==> src/hw/rtl/tam_pkg.sv <==
// Shared types, constants and the arctangent table for the tilt angle averager.
`timescale 1ns / 1ps
package tam_pkg;

  localparam int STEP_W       = 5;
  localparam int CORDIC_STEPS = 20;
  localparam int SQRT_STEPS   = 32;
  localparam int AXIS_W       = 16;
  localparam int TRIM_W       = 12;
  localparam int OUT_W        = 13;
  localparam int OUT_LIMIT    = 3600;
  localparam int CORDIC_W     = 36;
  localparam int ACC_W        = 27;
  localparam int TABLE_FRAC   = 16;
  localparam int CFG_IDX_W    = 2;

  localparam logic [CFG_IDX_W-1:0] REG_PITCH_TRIM = 2'd0;
  localparam logic [CFG_IDX_W-1:0] REG_ROLL_TRIM  = 2'd1;

  typedef enum logic [3:0] {
    ST_IDLE,
    ST_SQ0,
    ST_SQ1,
    ST_SQRT,
    ST_ROLL_INIT,
    ST_ROLL,
    ST_RING_RD,
    ST_RING_UPD,
    ST_DIV_INIT,
    ST_DIV,
    ST_FINISH
  } tam_state_e;

  typedef struct packed {
    logic              load_in;
    logic              sq0;
    logic              sq1;
    logic              sqrt_step;
    logic              cordic_step;
    logic              pitch_init;
    logic              roll_init;
    logic              ring_rd;
    logic              ring_upd;
    logic              div_init;
    logic              div_step;
    logic              out_load;
    logic [STEP_W-1:0] step;
  } tam_cmd_t;

  // atan(2^-i) in degrees, scaled by 2^16 and rounded to nearest.
  function automatic logic [23:0] atan_entry(input logic [STEP_W-1:0] idx);
    logic [23:0] v;
    case (idx)
      5'd0:    v = 24'd2949120;
      5'd1:    v = 24'd1740967;
      5'd2:    v = 24'd919879;
      5'd3:    v = 24'd466945;
      5'd4:    v = 24'd234379;
      5'd5:    v = 24'd117304;
      5'd6:    v = 24'd58666;
      5'd7:    v = 24'd29335;
      5'd8:    v = 24'd14668;
      5'd9:    v = 24'd7334;
      5'd10:   v = 24'd3667;
      5'd11:   v = 24'd1833;
      5'd12:   v = 24'd917;
      5'd13:   v = 24'd458;
      5'd14:   v = 24'd229;
      5'd15:   v = 24'd115;
      5'd16:   v = 24'd57;
      5'd17:   v = 24'd29;
      5'd18:   v = 24'd14;
      5'd19:   v = 24'd7;
      default: v = 24'd0;
    endcase
    return v;
  endfunction

endpackage

==> src/hw/rtl/tam_ctrl.sv <==
// Sequencing state machine for the tilt angle averager.
`timescale 1ns / 1ps
module tam_ctrl
  import tam_pkg::*;
#(
  parameter int DIV_STEPS = 17
) (
  input  logic     clk_i,
  input  logic     rst_ni,
  input  logic     in_valid_i,
  output logic     in_ready_o,
  output logic     out_valid_o,
  input  logic     out_ready_i,
  output tam_cmd_t cmd_o
);

  tam_state_e        state_q, state_d;
  logic [STEP_W-1:0] cnt_q, cnt_d;
  logic              out_valid_q, out_valid_d;

  always_comb begin
    state_d = state_q;
    case (state_q)
      ST_IDLE:      if (in_valid_i) state_d = ST_SQ0;
      ST_SQ0:       state_d = ST_SQ1;
      ST_SQ1:       state_d = ST_SQRT;
      ST_SQRT:      if (cnt_q == STEP_W'(SQRT_STEPS - 1)) state_d = ST_ROLL_INIT;
      ST_ROLL_INIT: state_d = ST_ROLL;
      ST_ROLL:      if (cnt_q == STEP_W'(CORDIC_STEPS - 1)) state_d = ST_RING_RD;
      ST_RING_RD:   state_d = ST_RING_UPD;
      ST_RING_UPD:  state_d = ST_DIV_INIT;
      ST_DIV_INIT:  state_d = ST_DIV;
      ST_DIV:       if (cnt_q == STEP_W'(DIV_STEPS - 1)) state_d = ST_FINISH;
      ST_FINISH:    if (!out_valid_q || out_ready_i) state_d = ST_IDLE;
      default:      state_d = ST_IDLE;
    endcase
  end

  always_comb begin
    cmd_o      = '0;
    cmd_o.step = cnt_q;
    in_ready_o = 1'b0;
    case (state_q)
      ST_IDLE: begin
        in_ready_o    = 1'b1;
        cmd_o.load_in = in_valid_i;
      end
      ST_SQ0: begin
        cmd_o.sq0        = 1'b1;
        cmd_o.pitch_init = 1'b1;
      end
      ST_SQ1:       cmd_o.sq1 = 1'b1;
      ST_SQRT: begin
        cmd_o.sqrt_step   = 1'b1;
        cmd_o.cordic_step = (cnt_q < STEP_W'(CORDIC_STEPS));
      end
      ST_ROLL_INIT: cmd_o.roll_init = 1'b1;
      ST_ROLL:      cmd_o.cordic_step = 1'b1;
      ST_RING_RD:   cmd_o.ring_rd = 1'b1;
      ST_RING_UPD:  cmd_o.ring_upd = 1'b1;
      ST_DIV_INIT:  cmd_o.div_init = 1'b1;
      ST_DIV:       cmd_o.div_step = 1'b1;
      ST_FINISH:    cmd_o.out_load = !out_valid_q || out_ready_i;
      default:      cmd_o = '0;
    endcase
  end

  assign cnt_d       = (state_d != state_q) ? '0 : cnt_q + 1'b1;
  assign out_valid_d = cmd_o.out_load ? 1'b1 : (out_ready_i ? 1'b0 : out_valid_q);
  assign out_valid_o = out_valid_q;

  always_ff @(posedge clk_i or negedge rst_ni) begin
    if (!rst_ni) begin
      state_q     <= ST_IDLE;
      cnt_q       <= '0;
      out_valid_q <= 1'b0;
    end else begin
      state_q     <= state_d;
      cnt_q       <= cnt_d;
      out_valid_q <= out_valid_d;
    end
  end

endmodule

==> src/hw/rtl/tam_dp.sv <==
// Datapath: squares, square root, shared CORDIC, angle rings, running sums and divider.
`timescale 1ns / 1ps
module tam_dp
  import tam_pkg::*;
#(
  parameter int WINDOW_DEPTH    = 10,
  parameter int ANGLE_FRAC_BITS = 10
) (
  input  logic                     clk_i,
  input  logic                     rst_ni,
  input  tam_cmd_t                 cmd_i,
  input  logic signed [AXIS_W-1:0] accel_x_i,
  input  logic signed [AXIS_W-1:0] accel_y_i,
  input  logic signed [AXIS_W-1:0] accel_z_i,
  input  logic signed [TRIM_W-1:0] pitch_trim_i,
  input  logic signed [TRIM_W-1:0] roll_trim_i,
  output logic signed [OUT_W-1:0]  pitch_tenths_o,
  output logic signed [OUT_W-1:0]  roll_tenths_o
);

  localparam int ANG_W  = ANGLE_FRAC_BITS + 9;
  localparam int TOT_W  = ANG_W + $clog2(WINDOW_DEPTH + 1);
  localparam int CNT_W  = $clog2(WINDOW_DEPTH + 1);
  localparam int SLOT_W = (WINDOW_DEPTH > 1) ? $clog2(WINDOW_DEPTH) : 1;
  localparam int N2_W   = TOT_W + 5;
  localparam int P_W    = TOT_W + 4 - ANGLE_FRAC_BITS;
  localparam int V_W    = P_W + 2;
  localparam int RSH    = TABLE_FRAC - ANGLE_FRAC_BITS;
  localparam logic [ACC_W:0] HALF = (RSH == 0) ? '0 : (ACC_W + 1)'(1 << (RSH - 1));
  localparam logic [ACC_W:0] ANG_LIM = (ACC_W + 1)'(180 << ANGLE_FRAC_BITS);
  localparam logic signed [ACC_W-1:0] ACC_90 = ACC_W'(90 << TABLE_FRAC);

  // Input sample and squares.
  logic signed [AXIS_W-1:0] ax_q, ay_q, az_q;
  logic signed [31:0]       prod_q;
  logic signed [31:0]       az_sq;
  logic [31:0]              sq_sum;

  // Square root.
  logic [63:0] srem_q, sres_q, sbit, strial;

  // CORDIC.
  logic signed [CORDIC_W-1:0] cx_q, cy_q, num, den, ix, iy, dx, dy;
  logic signed [ACC_W-1:0]    cacc_q, iacc, tab;
  logic                       czero_q;
  logic [ACC_W-1:0]           amag;
  logic [ACC_W:0]             arnd, alim;
  logic signed [ANG_W-1:0]    ang, pitch_ang_q, roll_ang_q;

  // Rings and running sums, lane 0 is pitch and lane 1 is roll.
  logic signed [ANG_W-1:0] pring [WINDOW_DEPTH];
  logic signed [ANG_W-1:0] rring [WINDOW_DEPTH];
  logic signed [ANG_W-1:0] old_q [2];
  logic signed [ANG_W-1:0] new_ang [2];
  logic signed [TOT_W-1:0] tot_q [2];
  logic [SLOT_W-1:0]       slot_q;
  logic                    full_q;

  // Divider.
  logic [CNT_W-1:0]        count, dcnt_q;
  logic [TOT_W-1:0]        tmag [2];
  logic [N2_W-1:0]         n2 [2];
  logic [P_W-1:0]          dq_q [2];
  logic [CNT_W-1:0]        rem_q [2];
  logic                    neg_q [2];
  logic [CNT_W:0]          dtry [2];
  logic signed [V_W-1:0]   v [2];
  logic signed [OUT_W-1:0] res [2];
  logic signed [TRIM_W-1:0] trim [2];

  assign az_sq  = az_q * az_q;
  assign sq_sum = $unsigned(prod_q) + $unsigned(az_sq);
  assign sbit   = 64'h4000_0000_0000_0000 >> {cmd_i.step, 1'b0};
  assign strial = sres_q + sbit;

  always_ff @(posedge clk_i) begin
    if (cmd_i.load_in) begin
      ax_q <= accel_x_i;
      ay_q <= accel_y_i;
      az_q <= accel_z_i;
    end
    if (cmd_i.sq0) prod_q <= ay_q * ay_q;
    if (cmd_i.sq1) begin
      srem_q <= {sq_sum, 32'd0};
      sres_q <= '0;
    end else if (cmd_i.sqrt_step) begin
      if (srem_q >= strial) begin
        srem_q <= srem_q - strial;
        sres_q <= (sres_q >> 1) + sbit;
      end else begin
        sres_q <= sres_q >> 1;
      end
    end
  end

  // Operand selection and the quadrant pre-turn.
  always_comb begin
    if (cmd_i.roll_init) begin
      num = -$signed({{(CORDIC_W-32){ax_q[AXIS_W-1]}}, ax_q, 16'd0});
      den = $signed({{(CORDIC_W-32){1'b0}}, sres_q[31:0]});
    end else begin
      num = $signed({{(CORDIC_W-32){ay_q[AXIS_W-1]}}, ay_q, 16'd0});
      den = $signed({{(CORDIC_W-32){az_q[AXIS_W-1]}}, az_q, 16'd0});
    end
    if (den < 0) begin
      if (num >= 0) begin
        ix   = num;
        iy   = -den;
        iacc = ACC_90;
      end else begin
        ix   = -num;
        iy   = den;
        iacc = -ACC_90;
      end
    end else begin
      ix   = den;
      iy   = num;
      iacc = '0;
    end
  end

  assign dx  = cy_q >>> cmd_i.step;
  assign dy  = cx_q >>> cmd_i.step;
  assign tab = $signed({3'b000, atan_entry(cmd_i.step)});

  always_ff @(posedge clk_i) begin
    if (cmd_i.pitch_init || cmd_i.roll_init) begin
      cx_q    <= ix;
      cy_q    <= iy;
      cacc_q  <= iacc;
      czero_q <= (num == 0) && (den == 0);
    end else if (cmd_i.cordic_step) begin
      if (!cy_q[CORDIC_W-1]) begin
        cx_q   <= cx_q + dx;
        cy_q   <= cy_q - dy;
        cacc_q <= cacc_q + tab;
      end else begin
        cx_q   <= cx_q - dx;
        cy_q   <= cy_q + dy;
        cacc_q <= cacc_q - tab;
      end
    end
  end

  // Round the accumulator half away from zero and clamp to +-180 degrees.
  always_comb begin
    amag = cacc_q[ACC_W-1] ? ACC_W'(-cacc_q) : ACC_W'(cacc_q);
    arnd = ({1'b0, amag} + HALF) >> RSH;
    alim = (arnd > ANG_LIM) ? ANG_LIM : arnd;
    if (czero_q) begin
      ang = '0;
    end else if (cacc_q[ACC_W-1]) begin
      ang = ANG_W'(-$signed(alim));
    end else begin
      ang = ANG_W'($signed(alim));
    end
  end

  always_ff @(posedge clk_i) begin
    if (cmd_i.roll_init) pitch_ang_q <= ang;
    if (cmd_i.ring_rd)   roll_ang_q <= ang;
  end

  always_ff @(posedge clk_i) begin
    if (cmd_i.ring_rd) begin
      old_q[0] <= pring[slot_q];
      old_q[1] <= rring[slot_q];
    end
  end

  always_ff @(posedge clk_i) begin
    if (cmd_i.ring_upd) begin
      pring[slot_q] <= pitch_ang_q;
      rring[slot_q] <= roll_ang_q;
    end
  end

  assign new_ang[0] = pitch_ang_q;
  assign new_ang[1] = roll_ang_q;

  always_ff @(posedge clk_i or negedge rst_ni) begin
    if (!rst_ni) begin
      slot_q   <= '0;
      full_q   <= 1'b0;
      tot_q[0] <= '0;
      tot_q[1] <= '0;
    end else if (cmd_i.ring_upd) begin
      for (int l = 0; l < 2; l++) begin
        tot_q[l] <= tot_q[l] - (full_q ? TOT_W'(old_q[l]) : '0) + TOT_W'(new_ang[l]);
      end
      if (slot_q == SLOT_W'(WINDOW_DEPTH - 1)) begin
        slot_q <= '0;
        full_q <= 1'b1;
      end else begin
        slot_q <= slot_q + 1'b1;
      end
    end
  end

  // Mean in tenths: floor((20*|total| + count*2^F) / (count*2^(F+1))).
  always_comb begin
    count = full_q ? CNT_W'(WINDOW_DEPTH) : CNT_W'(slot_q);
    for (int l = 0; l < 2; l++) begin
      tmag[l] = tot_q[l][TOT_W-1] ? TOT_W'(-tot_q[l]) : TOT_W'(tot_q[l]);
      n2[l]   = (N2_W'(tmag[l]) << 4) + (N2_W'(tmag[l]) << 2)
              + (N2_W'(count) << ANGLE_FRAC_BITS);
      dtry[l] = {rem_q[l], dq_q[l][P_W-1]};
    end
  end

  always_ff @(posedge clk_i) begin
    if (cmd_i.div_init) begin
      dcnt_q <= count;
      for (int l = 0; l < 2; l++) begin
        dq_q[l]  <= n2[l][N2_W-1:ANGLE_FRAC_BITS+1];
        rem_q[l] <= '0;
        neg_q[l] <= tot_q[l][TOT_W-1];
      end
    end else if (cmd_i.div_step) begin
      for (int l = 0; l < 2; l++) begin
        if (dtry[l] >= {1'b0, dcnt_q}) begin
          rem_q[l] <= CNT_W'(dtry[l] - {1'b0, dcnt_q});
          dq_q[l]  <= {dq_q[l][P_W-2:0], 1'b1};
        end else begin
          rem_q[l] <= dtry[l][CNT_W-1:0];
          dq_q[l]  <= {dq_q[l][P_W-2:0], 1'b0};
        end
      end
    end
  end

  assign trim[0] = pitch_trim_i;
  assign trim[1] = roll_trim_i;

  always_comb begin
    for (int l = 0; l < 2; l++) begin
      v[l] = neg_q[l] ? -$signed({2'b00, dq_q[l]}) : $signed({2'b00, dq_q[l]});
      v[l] = v[l] + V_W'(trim[l]);
      if (v[l] > V_W'(OUT_LIMIT)) begin
        res[l] = OUT_W'(OUT_LIMIT);
      end else if (v[l] < -V_W'(OUT_LIMIT)) begin
        res[l] = -OUT_W'(OUT_LIMIT);
      end else begin
        res[l] = OUT_W'(v[l]);
      end
    end
  end

  always_ff @(posedge clk_i) begin
    if (cmd_i.out_load) begin
      pitch_tenths_o <= res[0];
      roll_tenths_o  <= res[1];
    end
  end

endmodule

==> src/hw/rtl/tilt_angle_moving_average.sv <==
// Top level of the accelerometer tilt angle moving average block.
//
// Usage: one three-axis accelerometer word enters on the s_axis channel and
// one word with averaged pitch and roll, in tenths of a degree, leaves on the
// m_axis channel. Pitch is atan2(y, z), roll is atan2(-x, sqrt(y*y + z*z)).
// Both angles are averaged over the last WINDOW_DEPTH samples, or over the
// samples seen so far before the window has filled, then the trims are added.
// The user must write the trims through the cfg port only while the block is
// idle; the block itself does not enforce this.
//
// One word is in flight at a time; the next input word can be taken in the
// cycle after the result is loaded. The mean divider has a quotient width of
// 17 bits at the default parameters. Most of the work for a word lies in the
// 32-step bit-serial square root (the pitch CORDIC runs beside it), the
// 20-step roll CORDIC on the same unit, and the bit-serial divider that
// serves both lanes in parallel.
//
// Reset clears the window, the running sums and the trims. A finished result
// sits in the output register; a stalled receiver does not block the next
// input word, but the word after that waits until the result is taken.
`timescale 1ns / 1ps
module tilt_angle_moving_average
  import tam_pkg::*;
#(
  parameter int WINDOW_DEPTH    = 10,
  parameter int ANGLE_FRAC_BITS = 10
) (
  input  logic                 clk_i,
  input  logic                 rst_ni,
  // tdata: accel_x [15:0], accel_y [31:16], accel_z [47:32]
  input  logic                 s_axis_tvalid,
  output logic                 s_axis_tready,
  input  logic [47:0]          s_axis_tdata,
  // tdata: pitch_tenths [12:0], roll_tenths [25:13], zero [31:26]
  output logic                 m_axis_tvalid,
  input  logic                 m_axis_tready,
  output logic [31:0]          m_axis_tdata,
  input  logic                 cfg_we_i,
  input  logic [CFG_IDX_W-1:0] cfg_idx_i,
  input  logic [TRIM_W-1:0]    cfg_data_i
);

  localparam int ANG_W     = ANGLE_FRAC_BITS + 9;
  localparam int TOT_W     = ANG_W + $clog2(WINDOW_DEPTH + 1);
  localparam int DIV_STEPS = TOT_W + 4 - ANGLE_FRAC_BITS;

  tam_cmd_t                cmd;
  logic signed [TRIM_W-1:0] pitch_trim_q, roll_trim_q;
  logic signed [OUT_W-1:0]  pitch_tenths, roll_tenths;

  // Trim registers; writes to unused indexes are dropped.
  always_ff @(posedge clk_i or negedge rst_ni) begin
    if (!rst_ni) begin
      pitch_trim_q <= '0;
      roll_trim_q  <= '0;
    end else if (cfg_we_i) begin
      case (cfg_idx_i)
        REG_PITCH_TRIM: pitch_trim_q <= $signed(cfg_data_i);
        REG_ROLL_TRIM:  roll_trim_q  <= $signed(cfg_data_i);
        default:        ;
      endcase
    end
  end

  tam_ctrl #(
    .DIV_STEPS (DIV_STEPS)
  ) u_ctrl (
    .clk_i       (clk_i),
    .rst_ni      (rst_ni),
    .in_valid_i  (s_axis_tvalid),
    .in_ready_o  (s_axis_tready),
    .out_valid_o (m_axis_tvalid),
    .out_ready_i (m_axis_tready),
    .cmd_o       (cmd)
  );

  tam_dp #(
    .WINDOW_DEPTH    (WINDOW_DEPTH),
    .ANGLE_FRAC_BITS (ANGLE_FRAC_BITS)
  ) u_dp (
    .clk_i          (clk_i),
    .rst_ni         (rst_ni),
    .cmd_i          (cmd),
    .accel_x_i      ($signed(s_axis_tdata[15:0])),
    .accel_y_i      ($signed(s_axis_tdata[31:16])),
    .accel_z_i      ($signed(s_axis_tdata[47:32])),
    .pitch_trim_i   (pitch_trim_q),
    .roll_trim_i    (roll_trim_q),
    .pitch_tenths_o (pitch_tenths),
    .roll_tenths_o  (roll_tenths)
  );

  assign m_axis_tdata = {6'd0, roll_tenths, pitch_tenths};

  // Only one word is worked on at a time.
  assert property (@(posedge clk_i) disable iff (!rst_ni)
    (s_axis_tvalid && s_axis_tready) |=> !s_axis_tready)
    else $error("input taken while a word is in flight");

  // A new result never overwrites one the receiver has not taken.
  assert property (@(posedge clk_i) disable iff (!rst_ni)
    cmd.out_load |-> (!m_axis_tvalid || m_axis_tready))
    else $error("pending result overwritten");

  // Results stay inside the saturation range.
  assert property (@(posedge clk_i) disable iff (!rst_ni)
    m_axis_tvalid |-> ($signed(m_axis_tdata[12:0]) <= 13'sd3600) &&
                      ($signed(m_axis_tdata[12:0]) >= -13'sd3600) &&
                      ($signed(m_axis_tdata[25:13]) <= 13'sd3600) &&
                      ($signed(m_axis_tdata[25:13]) >= -13'sd3600))
    else $error("result out of range");

endmodule
==> config.mk <==
export PLATFORM = sky130hd
export DESIGN_NAME = tilt_angle_moving_average
export DESIGN_NICKNAME = d
export VERILOG_FILES = /design/src/hw/rtl/tam_pkg.sv /design/src/hw/rtl/tam_ctrl.sv /design/src/hw/rtl/tam_dp.sv /design/src/hw/rtl/tilt_angle_moving_average.sv
export SDC_FILE = /design/constraint.sdc
export NUM_CORES = 2
export LEC_CHECK = 0
export ABC_CLOCK_PERIOD_IN_PS = 8640
export BUFFER_PORTS_ARGS = -buffer_cell sky130_fd_sc_hd__buf_2
export CORE_MARGIN = 2
export CORE_UTILIZATION = 35
export DETAILED_ROUTE_END_ITERATION = 12
export PLACE_DENSITY = 0.52
export SETUP_SLACK_MARGIN = 0.1
export SYNTH_ARGS = -nofsm -noshare
export SYNTH_HDL_FRONTEND = slang
export SYNTH_SLANG_ARGS = --single-unit
==> constraint.sdc <==
create_clock -name clk_i -period 8.64 [get_ports clk_i]
set_clock_uncertainty 0.2 [all_clocks]
set_input_delay 1.728 -clock clk_i [delete_from_list [all_inputs] [get_ports clk_i]]
set_output_delay 1.728 -clock clk_i [all_outputs]
set_load 0.01 [all_outputs]
==> run_results.csv <==
group,metric,value,unit
status,status,"complete, no violations",
power,p_comb_frac,0.656,
drt,wl_per_cell,21.74,um
floorplanning,die_x,497.4,um
clock_network,clkTransAtPathRegs,0.06,ns
setup_path,cp_max_fo,14,
finish,syn2layout_area_growth,9.986,%
finish,final_common_cell,"inv_1",
yosys,ys_ff_latch,922,
timing,rsz0062_at_grt,"true",
grt,grt_pass1_vias,66560,
yosys,synthFlopType,"edfxtp_1",
finish,layout_common_cells,"911 x inv_1, 740 x edfxtp_1, 711 x nand2_1, 622 x nor2_1, 590 x ha_1",
setup_path,cp_data_arrival_time,8.30,ns
placed_design,place_congestion,0.9410,
clock_network,cts.path.max_buffers,3,
timing,final.min_clock_period,8.033,ns
floorplanning,die_area,0.2474,mm2
yosys,synth_area_per_cell,9.696,um2
drt,dr.pass1.iters,8,
setup_path,crit_path_end_kind,"flop",
timing,slew-limit-headroom,0.2020,
floorplanning,die_h,497.4,um
grt,grt_pass1_wl,404.5,mm
clock_network,clkSinkCount,922,
setup_path,worstSetupPathType,"flop to flop",
yosys,syn_inst,8788,
yosys,synth_top_area_cell,"edfxtp_1",
timing,fin_setup_tns,0,ns
floorplanning,std_cell_rows,181,
grt,grt_usage,0.2079,
yosys,synth-seq-area-share,0.3085,
drt,drc,0,
power,ir_drop,0.3362,mV
finish,drive_gt1_frac,0.08844,
yosys,synth.top_cells.by_area,"edfxtp_1 26%, fa_1 13%, ha_1 8.7%, xnor2_1 4.3%, inv_1 4.0%",
clock_network,ctsHoldBuffers,0,
drt,ant_nets,0,
yosys,netlist.area_leader.share,0.2608,
floorplanning,initial_core_util,0.3513,
yosys,synth-edff-count,740,
power,p_leak,38.47,nW
clock_network,cts_inserted_buffers,111,
power,seqPwrFrac,0.207,
worst_hold_path,worstHoldPathType,"flop to flop",
floorplanning,core-area,0.2425,mm2
yosys,syn_area,0.08521,mm2
yosys,synthArstFlopShare,0.09219,
timing,hold_violations,0,
grt,antenna_found_initial,5,
setup_path,worstPathRequired,8.90,ns
finish,nets,10020,
power,switching_power,17.39,mW
clock_network,cts_tree,"yes",
drt,num_vias,66070,
worst_hold_path,min_from,"u_dp.srem_q[19]",
clock_network,root_buffer,"clkbuf_16",
clock_network,cts_max_level,3,
drt,dr.first_iter.drc_count,5189,
timing,holdWs,0.2597,ns
placed_design,portBuffers,94,
placed_design,dpl.hpwl,197.1,mm
yosys,synth_cell_type_count,115,
timing,drv_slew,0,
power,clkPwrFrac,0.137,
job,cap_violations,0,
clock_network,clk_latency,0.81,ns
setup_path,critPathLaunchType,"flop",
floorplanning,ios,101,
power,switching_share,0.4798,
setup_path,crit_start,"u_dp.az_q[8]",
grt,grt_max_degree,97,
yosys,yosys_warnings,0,
drt,avgViaCountPerCell,5.465,
power,powerDensity,386.8,mW/mm2
grt,gr-total-overflow,0,
timing,setup_viol,0,
timing,fmax,124.5,MHz
timing,fin_crit_sh,0.9297,
timing,worst_pin_slew,1.191,ns
finish,fillers,23820,
power,internal-power,18.86,mW
setup_path,r2r-start,"u_dp.az_q[8]",
drt,routed_wl,262.9,mm
[sequential cells by signal (all words and copies together) (netlist names), 5 cells and up]
name	flops
u_dp.dq_q	34
u_dp.pitch_tenths_o	13
roll_trim_q	12
u_dp.roll_tenths_o	13
u_dp.srem_q	64
u_dp.ay_q	16
u_dp.rem_q	8
u_dp.cx_q	36
u_dp.rring	190
u_dp.prod_q	31
u_dp.cacc_q	27
pitch_trim_q	12
u_dp.roll_ang_q	19
u_dp.pitch_ang_q	19
u_dp.tot_q	46
u_dp.old_q	38
u_dp.cy_q	36
u_dp.az_q	16
u_dp.pring	190
u_dp.ax_q	16
u_ctrl.cnt_q	5
u_dp.sres_q	64
[worst max-delay path, cell delays in order, from the launching register on]
cell and delay, ns:
edfxtp_1 0.82, inv_1 0.37, nor2_1 0.32, fa_1 0.23, inv_1 0.05, fa_1 0.39
fa_1 0.56, inv_1 0.06, fa_1 0.47, inv_1 0.05, fa_1 0.53, inv_1 0.05
fa_1 0.43, ha_1 0.37, a21o_1 0.21, a21o_1 0.17, a21o_1 0.19, a21o_1 0.19
a211oi_1 0.22, o21ai_0 0.16, a2111o_1 0.41, nand2_1 0.12, o21ai_0 0.14, o21a_1 0.20
o21ai_0 0.32, mux2i_1 0.34, o21ai_0 0.11
[area by class of cell]
class,count,area [um2],area share
multi-input combinational,6544,54030,0.5765
sequential,922,26310,0.2807
tap,3202,4006,0.04275
inverter,923,3470,0.03702
clock buffer,131,2883,0.03076
timing repair buffer,291,2064,0.02203
clock inverter,76,955.9,0.01020
antenna,2,5.005,0.00005340
[synthesized netlist by cell type (19+ instances only)]
master       n
inv_1      913
o31ai_1     71
a22oi_1     21
a211oi_1   145
a2111oi_0   19
a21o_1     137
buf_2       26
mux2i_1    112
or3_1       52
o21bai_1    53
dfrtp_1     85
and2_1     180
nor2b_1    113
buf_1       49
nand2b_1    96
o41ai_1     20
nor4_1      33
nor3_1     135
or2_2       35
buf_4       21
and3_1      69
o21a_1      52
mux2_2      42
a41oi_1     25
nor2_1     637
nand2_1    714
xnor2_1    416
o22ai_1     58
nand3_1    171
o2111ai_1   19
a31oi_1    120
a31o_2      24
dfxtp_1     97
o211ai_1    94
o21ai_0    432
ha_1       591
clkbuf_1   299
nand4_1     50
fa_1       569
edfxtp_1   740
a21boi_0    21
xor2_1     226
a21oi_1    519
mux4_2     117
[stage by stage]
| step | std cells | util | instance area, um2 | total power [mW] | worst slack, ns |
|---|---|---|---|---|---|
| 2_1_floorplan | 8794 | - | 85240 | 24.77 | 0.1222 |
| 6_report | 12090 | 0.3864 | 93720 | 36.25 | 0.6074 |
| 4_1_cts | 12080 | 0.3860 | 93620 | 36.18 | 0.3617 |
| 3_5_place_dp | 11880 | 0.3702 | 89780 | 31.02 | 0.4522 |
| 3_3_place_gp | 11880 | 0.3702 | 89780 | 30.78 | 0.4982 |
| 5_1_grt | 12090 | 0.3864 | 93720 | 39.21 | 0.04481 |
[final timing paths]
| kind | end | slack (ns) | cells after the start |
|---|---|---|---|
| worst max-delay path | u_dp.srem_q[62] | 0.61 | 26 |
| worst min-delay path | u_dp.srem_q[19] | 0.26 | 2 |
| worst max register to register | u_dp.srem_q[62] | 0.61 | 26 |
| worst min register to register | u_dp.srem_q[19] | 0.26 | 2 |
| max in group asynchronous | u_dp.tot_q[26] | 6.26 | 2 |
| min in group asynchronous | u_dp.slot_q[0] | 0.70 | 1 |
[power by group through the flow]
stage          clock network (mW)  registers, mW  logic [mW]
6_report                     4.97           7.52        23.8
5_1_grt                      5.24           7.59        26.4
4_1_cts                      5.11           7.48        23.6
3_5_place_dp                    0           7.57        23.4
3_3_place_gp                    0           7.56        23.2
2_1_floorplan                   0           6.92        17.9
[what timing repair did]
item | CTS | global route
endpoints found under the setup margin | 0 | 157
buffers inserted | 0 | 6
gates resized for setup | 0 | 14
[per-layer routing]
metal,GRT usage,up-vias,share of wire
met5,0,-,0.000099
met4,0.06523,4,0.033
met3,0.02526,401,0.047
met2,0.3428,1737,0.47
met1,0.2842,32770,0.45
li1,-,31160,-
[kinds of logic after synthesis]
logic type,count (synthesis),share of synthesized area
AND/OR/NAND/NOR,2386,0.1341
AO/OA/AOI/OAI,2066,0.1590
buffers and inverters,1328,0.06061
adder cells (fa/ha/maj),1168,0.2214
flip-flops,922,0.3085
XOR/XNOR,644,0.06637
multiplexers,273,0.04993
other,1,0.00004401
Power figures use the tool's default switching activity.
